<file path="config.mk">
export PLATFORM = sky130hd
export DESIGN_NAME = linear_bias_parent_select
export DESIGN_NICKNAME = d
export VERILOG_FILES = /design/src/hw/rtl/lbps_pkg.sv /design/src/hw/rtl/lbps_ctrl.sv /design/src/hw/rtl/lbps_dp.sv /design/src/hw/rtl/lbps_out.sv /design/src/hw/rtl/linear_bias_parent_select.sv
export SDC_FILE = /design/constraint.sdc
export NUM_CORES = 2
export LEC_CHECK = 0
export BUFFER_PORTS_ARGS = -buffer_cell sky130_fd_sc_hd__clkbuf_2
export CAP_MARGIN = 20
export CELL_PAD_IN_SITES_DETAIL_PLACEMENT = 1
export CELL_PAD_IN_SITES_GLOBAL_PLACEMENT = 1
export CORE_MARGIN = 2
export CORE_UTILIZATION = 51
export CTS_CLUSTER_SIZE = 25
export DETAILED_ROUTE_END_ITERATION = 6
export PLACE_DENSITY = 0.92
export SLEW_MARGIN = 10
export SYNTH_ARGS = -nofsm -noshare
export SYNTH_HDL_FRONTEND = slang
export SYNTH_HIERARCHICAL = 1
export SYNTH_SLANG_ARGS = --single-unit
</file>
<file path="constraint.sdc">
create_clock -name clk -period 12.2 [get_ports clk]
set_input_delay 1.22 -clock clk [delete_from_list [all_inputs] [get_ports clk]]
set_output_delay 1.22 -clock clk [all_outputs]
set_load 0.02 [all_outputs]
</file>
<file path="src/hw/rtl/lbps_pkg.sv">
// lbps_pkg: shared types and constants for the linear bias parent selector.
// Used by lbps_ctrl, lbps_dp, lbps_out and linear_bias_parent_select.
// No dependencies.
package lbps_pkg;

	localparam int RAND_W    = 16;
	localparam int BIAS_W    = 16;
	localparam int SIZE_W    = 11;
	localparam int IDX_W     = 10;
	localparam int FRAC_BITS = 16;
	localparam int TDATA_W   = 16;

	// Q14 bias limits and maximum pool size
	localparam logic [BIAS_W-1:0] ONE_Q14 = 16'd16384;
	localparam logic [BIAS_W-1:0] TWO_Q14 = 16'd32768;
	localparam logic [SIZE_W-1:0] MAX_POOL = 11'd1024;

	// datapath widths
	localparam int MUL_A_W = 24;
	localparam int MUL_B_W = 16;
	localparam int PROD_W  = MUL_A_W + MUL_B_W;
	localparam int LEAD_W  = 31;
	localparam int ACC_W   = 48;
	localparam int ROOT_W  = 24;
	localparam int REM_W   = 35;
	localparam int QUO_W   = 11;
	localparam int D_W     = 15;

	// iteration counts
	localparam int SQRT_STEPS = 24;
	localparam int DIV_STEPS  = 11;
	localparam int CNT_W      = 5;

	// register indexes
	localparam logic REG_BIAS = 1'b0;
	localparam logic REG_POOL = 1'b1;

	typedef enum logic [3:0] {
		OP_NONE,
		OP_LOAD,
		OP_MUL_BSQ,
		OP_MUL_DR,
		OP_DISC,
		OP_SQRT,
		OP_NUM,
		OP_MUL_SZ,
		OP_DIV_INIT,
		OP_DIV
	} op_t;

	typedef struct packed {
		op_t  op;
		logic emit;
	} cmd_t;

	typedef struct packed {
		logic lin;
		logic out_free;
	} sts_t;

endpackage

</file>
<file path="src/hw/rtl/lbps_ctrl.sv">
// lbps_ctrl: sequencer for one draw (multiplies, root loop, divide loop, emit).
// Depends on lbps_pkg.
module lbps_ctrl (
	input  logic          clk,
	input  logic          arst_n,
	input  logic          in_valid,
	output logic          in_ready,
	input  lbps_pkg::sts_t sts,
	output lbps_pkg::cmd_t cmd
);

	typedef enum logic [3:0] {
		ST_IDLE,
		ST_MBSQ,
		ST_MDR,
		ST_DISC,
		ST_SQRT,
		ST_NUM,
		ST_MSZ,
		ST_DINIT,
		ST_DIV,
		ST_DONE
	} state_t;

	state_t                       state_q;
	logic [lbps_pkg::CNT_W-1:0]   cnt_q;

	assign in_ready = (state_q == ST_IDLE);

	always_comb begin
		cmd.op   = lbps_pkg::OP_NONE;
		cmd.emit = 1'b0;
		unique case (state_q)
			ST_IDLE:  cmd.op = in_valid ? lbps_pkg::OP_LOAD : lbps_pkg::OP_NONE;
			ST_MBSQ:  cmd.op = lbps_pkg::OP_MUL_BSQ;
			ST_MDR:   cmd.op = lbps_pkg::OP_MUL_DR;
			ST_DISC:  cmd.op = lbps_pkg::OP_DISC;
			ST_SQRT:  cmd.op = lbps_pkg::OP_SQRT;
			ST_NUM:   cmd.op = lbps_pkg::OP_NUM;
			ST_MSZ:   cmd.op = lbps_pkg::OP_MUL_SZ;
			ST_DINIT: cmd.op = lbps_pkg::OP_DIV_INIT;
			ST_DIV:   cmd.op = lbps_pkg::OP_DIV;
			ST_DONE:  cmd.emit = sts.out_free;
			default:  cmd.op = lbps_pkg::OP_NONE;
		endcase
	end

	always_ff @(posedge clk or negedge arst_n) begin
		if (!arst_n) begin
			state_q <= ST_IDLE;
			cnt_q   <= '0;
		end else begin
			unique case (state_q)
				ST_IDLE: begin
					if (in_valid) begin
						state_q <= sts.lin ? ST_MSZ : ST_MBSQ;
					end
				end
				ST_MBSQ: state_q <= ST_MDR;
				ST_MDR:  state_q <= ST_DISC;
				ST_DISC: begin
					state_q <= ST_SQRT;
					cnt_q   <= '0;
				end
				ST_SQRT: begin
					if (cnt_q == lbps_pkg::CNT_W'(lbps_pkg::SQRT_STEPS - 1)) begin
						state_q <= ST_NUM;
					end else begin
						cnt_q <= cnt_q + 1'b1;
					end
				end
				ST_NUM:  state_q <= ST_MSZ;
				ST_MSZ:  state_q <= sts.lin ? ST_DONE : ST_DINIT;
				ST_DINIT: begin
					state_q <= ST_DIV;
					cnt_q   <= '0;
				end
				ST_DIV: begin
					if (cnt_q == lbps_pkg::CNT_W'(lbps_pkg::DIV_STEPS - 1)) begin
						state_q <= ST_DONE;
					end else begin
						cnt_q <= cnt_q + 1'b1;
					end
				end
				ST_DONE: begin
					if (sts.out_free) begin
						state_q <= ST_IDLE;
					end
				end
				default: state_q <= ST_IDLE;
			endcase
		end
	end

`ifndef SYNTHESIS
	// root loop counter never runs past its iteration count
	a_cnt_range: assert property (@(posedge clk) disable iff (!arst_n)
		(state_q == ST_SQRT) |-> (cnt_q < lbps_pkg::CNT_W'(lbps_pkg::SQRT_STEPS)))
		else $error("root loop counter out of range");
	// an emit ends the draw and returns the sequencer to idle
	a_emit_then_idle: assert property (@(posedge clk) disable iff (!arst_n)
		cmd.emit |=> (state_q == ST_IDLE))
		else $error("emit did not end the draw");
`endif

endmodule

</file>
<file path="src/hw/rtl/lbps_dp.sv">
// lbps_dp: arithmetic for one draw: shared multiplier, bit-pair square root,
// restoring divider and index clamp. Depends on lbps_pkg.
module lbps_dp (
	input  logic                          clk,
	input  logic                          arst_n,
	input  lbps_pkg::cmd_t                cmd,
	input  logic [lbps_pkg::RAND_W-1:0]   rand_fraction,
	input  logic [lbps_pkg::BIAS_W-1:0]   bias,      // saturated to 2.0
	input  logic [lbps_pkg::SIZE_W-1:0]   size,      // 1..MAX_POOL
	output logic                          lin,
	output logic [lbps_pkg::IDX_W-1:0]    parent_index
);

	logic [lbps_pkg::RAND_W-1:0]  r_q;
	logic [lbps_pkg::PROD_W-1:0]  prod_q;
	logic [lbps_pkg::LEAD_W-1:0]  lead_q;
	logic [lbps_pkg::ACC_W-1:0]   acc_q;
	logic [lbps_pkg::ACC_W-1:0]   res_q;
	logic [lbps_pkg::ACC_W-1:0]   bit_q;
	logic [lbps_pkg::MUL_A_W-1:0] num_q;
	logic [lbps_pkg::REM_W-1:0]   rem_q;
	logic [lbps_pkg::REM_W-1:0]   dsh_q;
	logic [lbps_pkg::QUO_W-1:0]   quo_q;

	logic [lbps_pkg::D_W-1:0]     d;
	logic [lbps_pkg::MUL_A_W-1:0] mul_a;
	logic [lbps_pkg::MUL_B_W-1:0] mul_b;
	logic [lbps_pkg::LEAD_W-1:0]  dr;
	logic [lbps_pkg::ACC_W-1:0]   trial;
	logic [lbps_pkg::MUL_A_W-1:0] top;
	logic [lbps_pkg::MUL_A_W-1:0] root;
	logic [lbps_pkg::QUO_W-1:0]   cand;
	logic [lbps_pkg::SIZE_W-1:0]  size_m1;

	assign lin     = (bias <= lbps_pkg::ONE_Q14);
	assign d       = lbps_pkg::D_W'(bias - lbps_pkg::ONE_Q14);
	assign dr      = prod_q[lbps_pkg::LEAD_W-1:0];
	assign trial   = res_q + bit_q;
	assign top     = {bias, 8'b0};
	assign root    = res_q[lbps_pkg::ROOT_W-1:0];
	assign size_m1 = size - 1'b1;

	// multiplier operand select
	always_comb begin
		mul_a = '0;
		mul_b = '0;
		case (cmd.op)
			lbps_pkg::OP_MUL_BSQ: begin
				mul_a = lbps_pkg::MUL_A_W'(bias);
				mul_b = bias;
			end
			lbps_pkg::OP_MUL_DR: begin
				mul_a = lbps_pkg::MUL_A_W'(d);
				mul_b = r_q;
			end
			lbps_pkg::OP_MUL_SZ: begin
				mul_a = lin ? lbps_pkg::MUL_A_W'(r_q) : num_q;
				mul_b = lbps_pkg::MUL_B_W'(size);
			end
			default: begin
				mul_a = '0;
				mul_b = '0;
			end
		endcase
	end

	// index: top bits of r*size, or the quotient; clamp to size-1
	assign cand = lin ? prod_q[lbps_pkg::FRAC_BITS +: lbps_pkg::QUO_W] : quo_q;
	assign parent_index = (cand > size_m1) ? lbps_pkg::IDX_W'(size_m1)
	                                       : lbps_pkg::IDX_W'(cand);

	always_ff @(posedge clk) begin
		unique case (cmd.op)
			lbps_pkg::OP_LOAD: r_q <= rand_fraction;
			lbps_pkg::OP_MUL_BSQ: prod_q <= mul_a * mul_b;
			lbps_pkg::OP_MUL_DR: begin
				lead_q <= prod_q[lbps_pkg::LEAD_W-1:0];
				prod_q <= mul_a * mul_b;
			end
			lbps_pkg::OP_DISC: begin
				// (b*b - d*r) << 16, floored at zero
				acc_q <= (lead_q > dr) ? {1'b0, lead_q - dr, 16'b0} : '0;
				res_q <= '0;
				bit_q <= lbps_pkg::ACC_W'(1) << (lbps_pkg::ACC_W - 2);
			end
			lbps_pkg::OP_SQRT: begin
				if (acc_q >= trial) begin
					acc_q <= acc_q - trial;
					res_q <= (res_q >> 1) + bit_q;
				end else begin
					res_q <= res_q >> 1;
				end
				bit_q <= bit_q >> 2;
			end
			lbps_pkg::OP_NUM: num_q <= (top > root) ? top - root : '0;
			lbps_pkg::OP_MUL_SZ: prod_q <= mul_a * mul_b;
			lbps_pkg::OP_DIV_INIT: begin
				// quotient never exceeds size, so 11 bits cover it
				rem_q <= prod_q[lbps_pkg::REM_W-1:0];
				dsh_q <= {1'b0, d, 19'b0};
				quo_q <= '0;
			end
			lbps_pkg::OP_DIV: begin
				if (rem_q >= dsh_q) begin
					rem_q <= rem_q - dsh_q;
					quo_q <= {quo_q[lbps_pkg::QUO_W-2:0], 1'b1};
				end else begin
					quo_q <= {quo_q[lbps_pkg::QUO_W-2:0], 1'b0};
				end
				dsh_q <= dsh_q >> 1;
			end
			default: ;
		endcase
	end

`ifndef SYNTHESIS
	a_root_bit: assert property (@(posedge clk) disable iff (!arst_n)
		(cmd.op == lbps_pkg::OP_SQRT) |-> $onehot(bit_q))
		else $error("root trial bit lost");
	a_div_fits: assert property (@(posedge clk) disable iff (!arst_n)
		(cmd.op == lbps_pkg::OP_DIV) |-> (rem_q < {dsh_q, 1'b0}))
		else $error("quotient overflows divider");
`endif

endmodule

</file>
<file path="src/hw/rtl/lbps_out.sv">
// lbps_out: pairing of draws into parents and the output register.
// Depends on lbps_pkg.
module lbps_out (
	input  logic                        clk,
	input  logic                        arst_n,
	input  logic                        emit,
	input  logic [lbps_pkg::IDX_W-1:0]  parent_index,
	input  logic                        size_gt1,
	output logic                        out_free,
	output logic                        m_tvalid,
	input  logic                        m_tready,
	output logic [lbps_pkg::IDX_W-1:0]  idx_out,
	output logic                        m_tlast
);

	logic                       holding_q;
	logic [lbps_pkg::IDX_W-1:0] first_q;
	logic                       redraw;

	assign out_free = !m_tvalid || m_tready;
	assign redraw   = holding_q && size_gt1 && (parent_index == first_q);

	always_ff @(posedge clk or negedge arst_n) begin
		if (!arst_n) begin
			m_tvalid  <= 1'b0;
			holding_q <= 1'b0;
			first_q   <= '0;
		end else begin
			if (emit && !redraw) begin
				m_tvalid  <= 1'b1;
				holding_q <= !holding_q;
				if (!holding_q) begin
					first_q <= parent_index;
				end
			end else if (m_tready) begin
				m_tvalid <= 1'b0;
			end
		end
	end

	always_ff @(posedge clk) begin
		if (emit && !redraw) begin
			idx_out <= parent_index;
			m_tlast <= holding_q;
		end
	end

`ifndef SYNTHESIS
	a_no_overwrite: assert property (@(posedge clk) disable iff (!arst_n)
		emit |-> (!m_tvalid || m_tready))
		else $error("result written over a waiting word");
	a_single_no_drop: assert property (@(posedge clk) disable iff (!arst_n)
		(emit && !size_gt1) |=> m_tvalid)
		else $error("draw dropped with a single-entry pool");
`endif

endmodule

</file>
<file path="src/hw/rtl/linear_bias_parent_select.sv">
// linear_bias_parent_select: top level; configuration registers and wiring.
// Depends on lbps_pkg, lbps_ctrl, lbps_dp, lbps_out.
//
// Usage:
//   Slave stream: each word carries one 16-bit uniform random fraction.
//   Master stream: each word carries a selected rank index; tlast marks the
//   second parent, which closes the pair. A second draw equal to the held
//   first parent produces no word while the pool holds more than one entry.
//   Config port: cfg_we writes cfg_data to register cfg_index
//   (0 = bias in Q14, 1 = pool size); write only while the block is idle.
// Timing:
//   One draw at a time. With bias at or below 1.0 a draw runs accept,
//   multiply by pool size and emit. Above 1.0 it runs accept, two
//   multiplies, discriminant, 24 steps of the bit-pair square root,
//   numerator, one multiply, divider load, 11 steps of the restoring
//   divider and emit. s_tready is high only between draws. A result waits
//   in the output register while the next draw is taken; a stalled receiver
//   holds the sequencer in its last step once a second result is ready.
// Reset: arst_n clears the sequencer, the open pair and the output valid, and
//   loads bias 1.5 and pool size 1024.
module linear_bias_parent_select (
	input  logic        clk,
	input  logic        arst_n,
	input  logic        s_tvalid,
	output logic        s_tready,
	input  logic [15:0] s_tdata,    // [15:0] rand_fraction
	output logic        m_tvalid,
	input  logic        m_tready,
	output logic [15:0] m_tdata,    // [9:0] parent_index, [15:10] zero
	output logic        m_tlast,    // is_second
	input  logic        cfg_we,
	input  logic        cfg_index,
	input  logic [15:0] cfg_data
);

	logic [lbps_pkg::BIAS_W-1:0] bias_q;
	logic [lbps_pkg::SIZE_W-1:0] pool_q;
	logic [lbps_pkg::BIAS_W-1:0] bias_sat;
	logic [lbps_pkg::SIZE_W-1:0] size_eff;
	logic [lbps_pkg::IDX_W-1:0]  pick;
	logic [lbps_pkg::IDX_W-1:0]  idx_out;
	lbps_pkg::cmd_t              cmd;
	lbps_pkg::sts_t              sts;
	logic                        lin;
	logic                        out_free;

	// config registers
	always_ff @(posedge clk or negedge arst_n) begin
		if (!arst_n) begin
			bias_q <= 16'd24576;
			pool_q <= lbps_pkg::MAX_POOL;
		end else if (cfg_we) begin
			unique case (cfg_index)
				lbps_pkg::REG_BIAS: bias_q <= cfg_data;
				lbps_pkg::REG_POOL: pool_q <= cfg_data[lbps_pkg::SIZE_W-1:0];
			endcase
		end
	end

	// bias caps at 2.0; pool size of zero acts as one, above max caps
	assign bias_sat = (bias_q > lbps_pkg::TWO_Q14) ? lbps_pkg::TWO_Q14 : bias_q;
	always_comb begin
		if (pool_q == '0) begin
			size_eff = lbps_pkg::SIZE_W'(1);
		end else if (pool_q > lbps_pkg::MAX_POOL) begin
			size_eff = lbps_pkg::MAX_POOL;
		end else begin
			size_eff = pool_q;
		end
	end

	assign sts.lin      = lin;
	assign sts.out_free = out_free;

	lbps_ctrl u_ctrl (
		.clk      (clk),
		.arst_n   (arst_n),
		.in_valid (s_tvalid),
		.in_ready (s_tready),
		.sts      (sts),
		.cmd      (cmd)
	);

	lbps_dp u_dp (
		.clk           (clk),
		.arst_n        (arst_n),
		.cmd           (cmd),
		.rand_fraction (s_tdata),
		.bias          (bias_sat),
		.size          (size_eff),
		.lin           (lin),
		.parent_index  (pick)
	);

	lbps_out u_out (
		.clk          (clk),
		.arst_n       (arst_n),
		.emit         (cmd.emit),
		.parent_index (pick),
		.size_gt1     (size_eff > lbps_pkg::SIZE_W'(1)),
		.out_free     (out_free),
		.m_tvalid     (m_tvalid),
		.m_tready     (m_tready),
		.idx_out      (idx_out),
		.m_tlast      (m_tlast)
	);

	assign m_tdata = {{(lbps_pkg::TDATA_W - lbps_pkg::IDX_W){1'b0}}, idx_out};

endmodule
</file>
## After elaboration in Yosys (flattened, before gate mapping)

Index checks and enable logic that the tools add are counted.

- Add/sub/neg operators: 9
- $mul: 1
- Magnitude comparators: 9
- Equality and inequality tests: 29
- Mux-type cells: 34
- Bitwise logic cells: 2
- Reductions and logical operators: 22

Operators with widths:

| cell | number |
|---|---|
| $pmux W48 S2 | 3 |
| $pmux W35 S2 | 2 |
| $mux W48 | 2 |
| $pmux W24 S3 | 1 |
| $add A47 B48 Y48 | 1 |
| $add A48 B48 Y48 | 1 |
| $ge A48 B48 Y1 | 1 |
| $pmux W16 S3 | 1 |
| $sub A48 B48 Y48 | 1 |
| $mux W47 | 1 |
| $pmux W4 S10 | 1 |
| $pmux W4 S9 | 1 |
| $ge A35 B35 Y1 | 1 |
| $mul A24 B16 Y35 | 1 |
| $mux W35 | 1 |
| $sub A35 B35 Y35 | 1 |
| $mux W11 | 3 |
| $eq A4 B3 Y1 const B | 8 |
| $gt A31 B31 Y1 | 1 |
| $sub A31 B31 Y31 | 1 |
| $gt A24 B24 Y1 | 1 |
| $mux W24 | 1 |
| $sub A24 B24 Y24 | 1 |
| $pmux W11 S2 | 1 |
| other kinds (36) | 69 |

- Register bits: 390
- Input port bits: 38
- Output and inout port bits: 19
- Logic and storage cells: 125

## Depth between registers and ports, before layout

- Word-level depth: 11
- Mapped depth: 35

## Modules after synthesis

The synthesis kept the hierarchy.

By module, submodules not included:

| module | instances | cells an instance | area each (um^2) |
|---|---|---|---|
| lbps_dp | 1 | 3743 | 33923.8 |
| linear_bias_parent_select | 1 | 100 | 1326.3 |
| lbps_out | 1 | 55 | 928.4 |
| lbps_ctrl | 1 | 75 | 635.6 |

## Least setup slack after synthesis

No wires, ideal clock.

- Path type: input -> register
- Start point: input s_tvalid
- End point: register u_dp/prod_q[33] in the netlist's numbering (data pin)
- Setup time: 0.264 ns
- Arrival: 8.810 ns
- Setup slack: 3.126 ns
- Cell stages on the path: 27
- Buffers on the path: 2
- Cells stage by stage: nor4_1 > nor2_1 > inv_1 > clkbuf_1 > nor2_1 > nand2_1 > and2_1 > clkbuf_1 > nor2_1 > fa_1 > fa_1 > fa_1 > fa_1 > fa_1 > inv_1 > fa_1 > inv_1 > ha_1 > and3_1 > nand2_1 > nor2_1 > a211oi_1 > o21ai_0 > a2111oi_0 > o21ai_1 > a221oi_1 > xnor2_1

RTL lines:

| element | RTL line | text |
|---|---|---|
| start: declaration | linear_bias_parent_select.sv:24 | `input logic s_tvalid,` |
| end signal: assignment | lbps_dp.sv:75 | `lbps_pkg::OP_MUL_BSQ: prod_q <= mul_a * mul_b;` |
| end signal: assignment | lbps_dp.sv:78 | `prod_q <= mul_a * mul_b;` |
| end signal: assignment | lbps_dp.sv:96 | `lbps_pkg::OP_MUL_SZ: prod_q <= mul_a * mul_b;` |
| end: declaration | lbps_dp.sv:15 | `logic [lbps_pkg::PROD_W-1:0] prod_q;` |

## Worst setup path after layout

- Start point: register bias_q[15] in the netlist's numbering
- End point: register u_dp/prod_q[31] in the netlist's numbering (data pin)

- Longest elaborated chain between the ends: 6
- Elaborated cells between the ends (all ways): 8
- Classes of those cells: add/sub: 1; mul: 1; order compare: 2; mux: 4

RTL lines:

| element | RTL line | text |
|---|---|---|
| start: declaration | linear_bias_parent_select.sv:36 | `logic [lbps_pkg::BIAS_W-1:0] bias_q;` |
| start signal: assignment | linear_bias_parent_select.sv:54 | `lbps_pkg::REG_BIAS: bias_q <= cfg_data;` |
| $gt A16 B16 Y1 (*) | linear_bias_parent_select.sv:61 | `assign bias_sat = (bias_q > lbps_pkg::TWO_Q14) ? lbps_pkg::TWO_Q14 : bias_q;` |
| $mux W16 (*) | linear_bias_parent_select.sv:61 |  |
| named net bias_sat (one bit) | linear_bias_parent_select.sv:38 | `logic [lbps_pkg::BIAS_W-1:0] bias_sat;` |
| $le A16 B15 Y1 | lbps_dp.sv:35 | `assign lin = (bias <= lbps_pkg::ONE_Q14);` |
| $mux W24 | lbps_dp.sv:57 | `mul_a = lin ? lbps_pkg::MUL_A_W'(r_q) : num_q;` |
| $pmux W24 S3 | lbps_dp.sv:47 | `case (cmd.op)` |
| $mul A24 B16 Y35 (*) | lbps_dp.sv:75, lbps_dp.sv:78, lbps_dp.sv:96 |  |

The timed path passes the listed nets; every way through them passes the cells marked *.
A chain may end at the register's enable or synchronous reset.

==> results.cfg <==
[detailed_routing]
post_drt_wl_per_cell_um = 29.0
finalWirelength_mm = 145
drc = 0
wl_met1_mm = 50.6
met2WireLength_mm = 66.7
num_vias = 33357
drtAntennaViolNets = 0
drtPass1Iterations = 6
viasPerCell = 6.69
top_layer = met5
dr_wl_met3_mm = 15.0
first_iter_violations = 4028

[hold_path]
hp-class = reg2reg
hold_depth = 0

[floorplan]
fp-row-count = 98
die_x_um = 273
io_pins = 57
die_area_um2 = 74300
fp.dieH_um = 273
start_util = 0.515
coreArea_um2 = 71500

[finish]
multiInputGateArea_um2 = 23800
final_util = 0.556
area_delta_synth_final_pct = 7.98
drive_gt1_frac = 0.0695
nets = 4614
seq_area_um2 = 10700
n_fill_cell = 8064

[global_routing]
grt_antenna_before_repair = 7
grt-ovfl-total = 0
grt_pass1_wl_mm = 219
grt_start_max_net_pins = 113
track_usage = 0.387
grt_pass1_vias = 35801

[timing]
maxSlewHeadroom = 0.198
post-route-period-util = 0.857
clock_skew_ps = 21.6
finalHoldViolations = 0
setup_slack_ps = 1750
rsz0062_at_grt = false
slew_violations = 0
period_needed_ps = 10450
finalSetupViolations = 0
tightest_slew_ps = 1190
max_freq_mhz = 95.7
whs_ps = 488
finalSetupTns_ps = 0

[clock_network]
post_cts_buffers = 0
cts.clk_slew.worst_paths_ps = 70
root_buffer = clkbuf_16
cts_made_buffers = 45
cts_hold_buf = 0
cts_tree = yes
cts-htree-levels = 2
cts_buffer_depth = 3
cts_resized = 0
clk_latency_ps = 620
clock_sinks = 365

[worst_setup_path]
cp-end-kind = flip-flop
critPathArrivalTime_ps = 10920
crit_path_start_kind = flip-flop
crit_path_max_fanout = 19
path_common_cell = fa_1
worst_path_largest_cell_delay_ps = 1120
crit_type = reg2reg
worstPathRequired_ps = 12670
reg2reg_depth = 27
slowest_stage = dfrtp_1

[placement]
place_congestion = 1.01
place.detailed.hpwl_mm = 102
io_buffer_count = 50
pre_cts_ws_ps = 2110

[logic_synthesis]
yosysWarnings = 6
synth_area_um2 = 36800
syn_area_per_cell_um2 = 9.27
yosysUniqueCellTypes = 91
synth_edf_count = 317
ys.flop_type = edfxtp_1
yosysSeqAreaShare = 0.291
synth-seq-cells = 365
async_flop_share = 0.132
syn_inst = 3973

[job]
drv_cap = 0

[status]
status = completed
## cells in the mapped netlist (17+ instances only)
cell type | number | area share
inv_1 | 478 | 0.049
nand2_1 | 447 | 0.046
nor2_1 | 333 | 0.034
edfxtp_1 | 317 | 0.26
fa_1 | 301 | 0.16
ha_1 | 280 | 0.095
a21oi_1 | 199 | 0.027
o21ai_0 | 180 | 0.024
clkbuf_1 | 129 | 0.013
xnor2_1 | 127 | 0.030
xor2_1 | 104 | 0.025
a21o_1 | 91 | 0.019
and3_1 | 75 | 0.013
nor3_1 | 73 | 0.0099
nand3_1 | 58 | 0.0079
a31oi_1 | 54 | 0.0092
a211oi_1 | 46 | 0.0094
dfrtp_1 | 45 | 0.031
nor2b_1 | 45 | 0.0076
nand4_1 | 41 | 0.0070
mux2i_1 | 40 | 0.011
mux2_2 | 34 | 0.010
o21a_1 | 34 | 0.0069
and2_1 | 33 | 0.0056
nand2b_1 | 32 | 0.0054
o21bai_1 | 30 | 0.0061
o22ai_1 | 23 | 0.0039
a31o_2 | 21 | 0.0050
o31ai_1 | 21 | 0.0043
o211ai_1 | 18 | 0.0037
nor4_1 | 17 | 0.0029
## final cells by class
type / count / share of cell area
Inverter: 478 / 0.0451
Antenna cell: 4 / 0.000252
Clock buffer: 59 / 0.0307
Multi-Input combinational cell: 2998 / 0.599
Tap cell: 950 / 0.0299
Timing Repair Buffer: 107 / 0.0175
Clock inverter: 22 / 0.00806
Sequential cell: 365 / 0.270
## worst max-delay path, delay by kind of cell, from the launching register on
kind / cells / cell delay [ps]
buf+inv: 5 / 710
mux: 1 / 200
fa+ha+maj: 7 / 3190
compound gates: 9 / 3950
simple gates: 5 / 1100
flops: 1 / 1120
## registers in the layout (all words and copies together) (netlist names), 11 cells and up
name         count
u_dp/dsh_q      34
pool_q          11
u_dp/quo_q      11
bias_q          16
u_dp/res_q      48
u_dp/num_q      24
u_dp/lead_q     31
u_dp/prod_q     35
u_dp/bit_q      24
u_dp/acc_q      48
u_dp/rem_q      35
u_dp/r_q        16
## path summary, 6_finish.rpt
check                                              end                 startpoint  slack, ps
hold / removal               u_dp/lead_q[18]$_DFFE_PN_  u_dp/prod_q[18]$_DFFE_PP_        490
max in group asynchronous        bias_q[1]$_DFFE_PN0P_                     arst_n      11000
setup / recovery             u_dp/prod_q[31]$_DFFE_PP_     bias_q[15]$_DFFE_PN0P_       1750
min in group asynchronous  u_out/holding_q$_DFFE_PN0P_                     arst_n        750
setup reg to reg             u_dp/prod_q[31]$_DFFE_PP_     bias_q[15]$_DFFE_PN0P_       1750
hold reg to reg              u_dp/lead_q[18]$_DFFE_PN_  u_dp/prod_q[18]$_DFFE_PP_        490
## cell families after synthesis
group	Yosys count	share of synthesized area
other	3	0.000306
adder cells (fa/ha/maj)	581	0.259
AND/OR/NAND/NOR	1231	0.155
AO/OA/AOI/OAI	840	0.147
flip-flops	365	0.291
buffers and inverters	638	0.0672
multiplexers	84	0.0254
XOR/XNOR	231	0.0550
## placed cells by master (no fill, tap or decap), types with 34 or more instances in the layout
cell type	count
nor3_1	73
nand3_1	58
fa_1	301
ha_1	280
a21o_1	91
nor2_1	330
buf_4	55
clkbuf_16	46
xor2_1	104
a211oi_1	46
a21oi_1	198
xnor2_1	127
mux2_2	34
a31oi_1	53
o21a_1	34
edfxtp_1	317
inv_1	477
and3_1	75
nor2b_1	45
o21ai_0	179
nand4_1	41
clkbuf_2	50
dfrtp_1	45
mux2i_1	40
nand2_1	446
## stage by stage
stage,area (um^2),cells
finish,39800,4983
CTS,39700,4973
floorplan,36900,4001
global placement,38100,4891
global route,39700,4979
detailed placement,38100,4892
## metal layers
layer / up-vias / track usage
met5: - / 0
met4: 8 / 0.275
met3: 776 / 0.0983
met2: 2224 / 0.621
met1: 16616 / 0.452
li1: 13733 / -
Power is not shown: default switching activity piles up to over one toggle a cycle in this logic, so the estimate is an artifact.
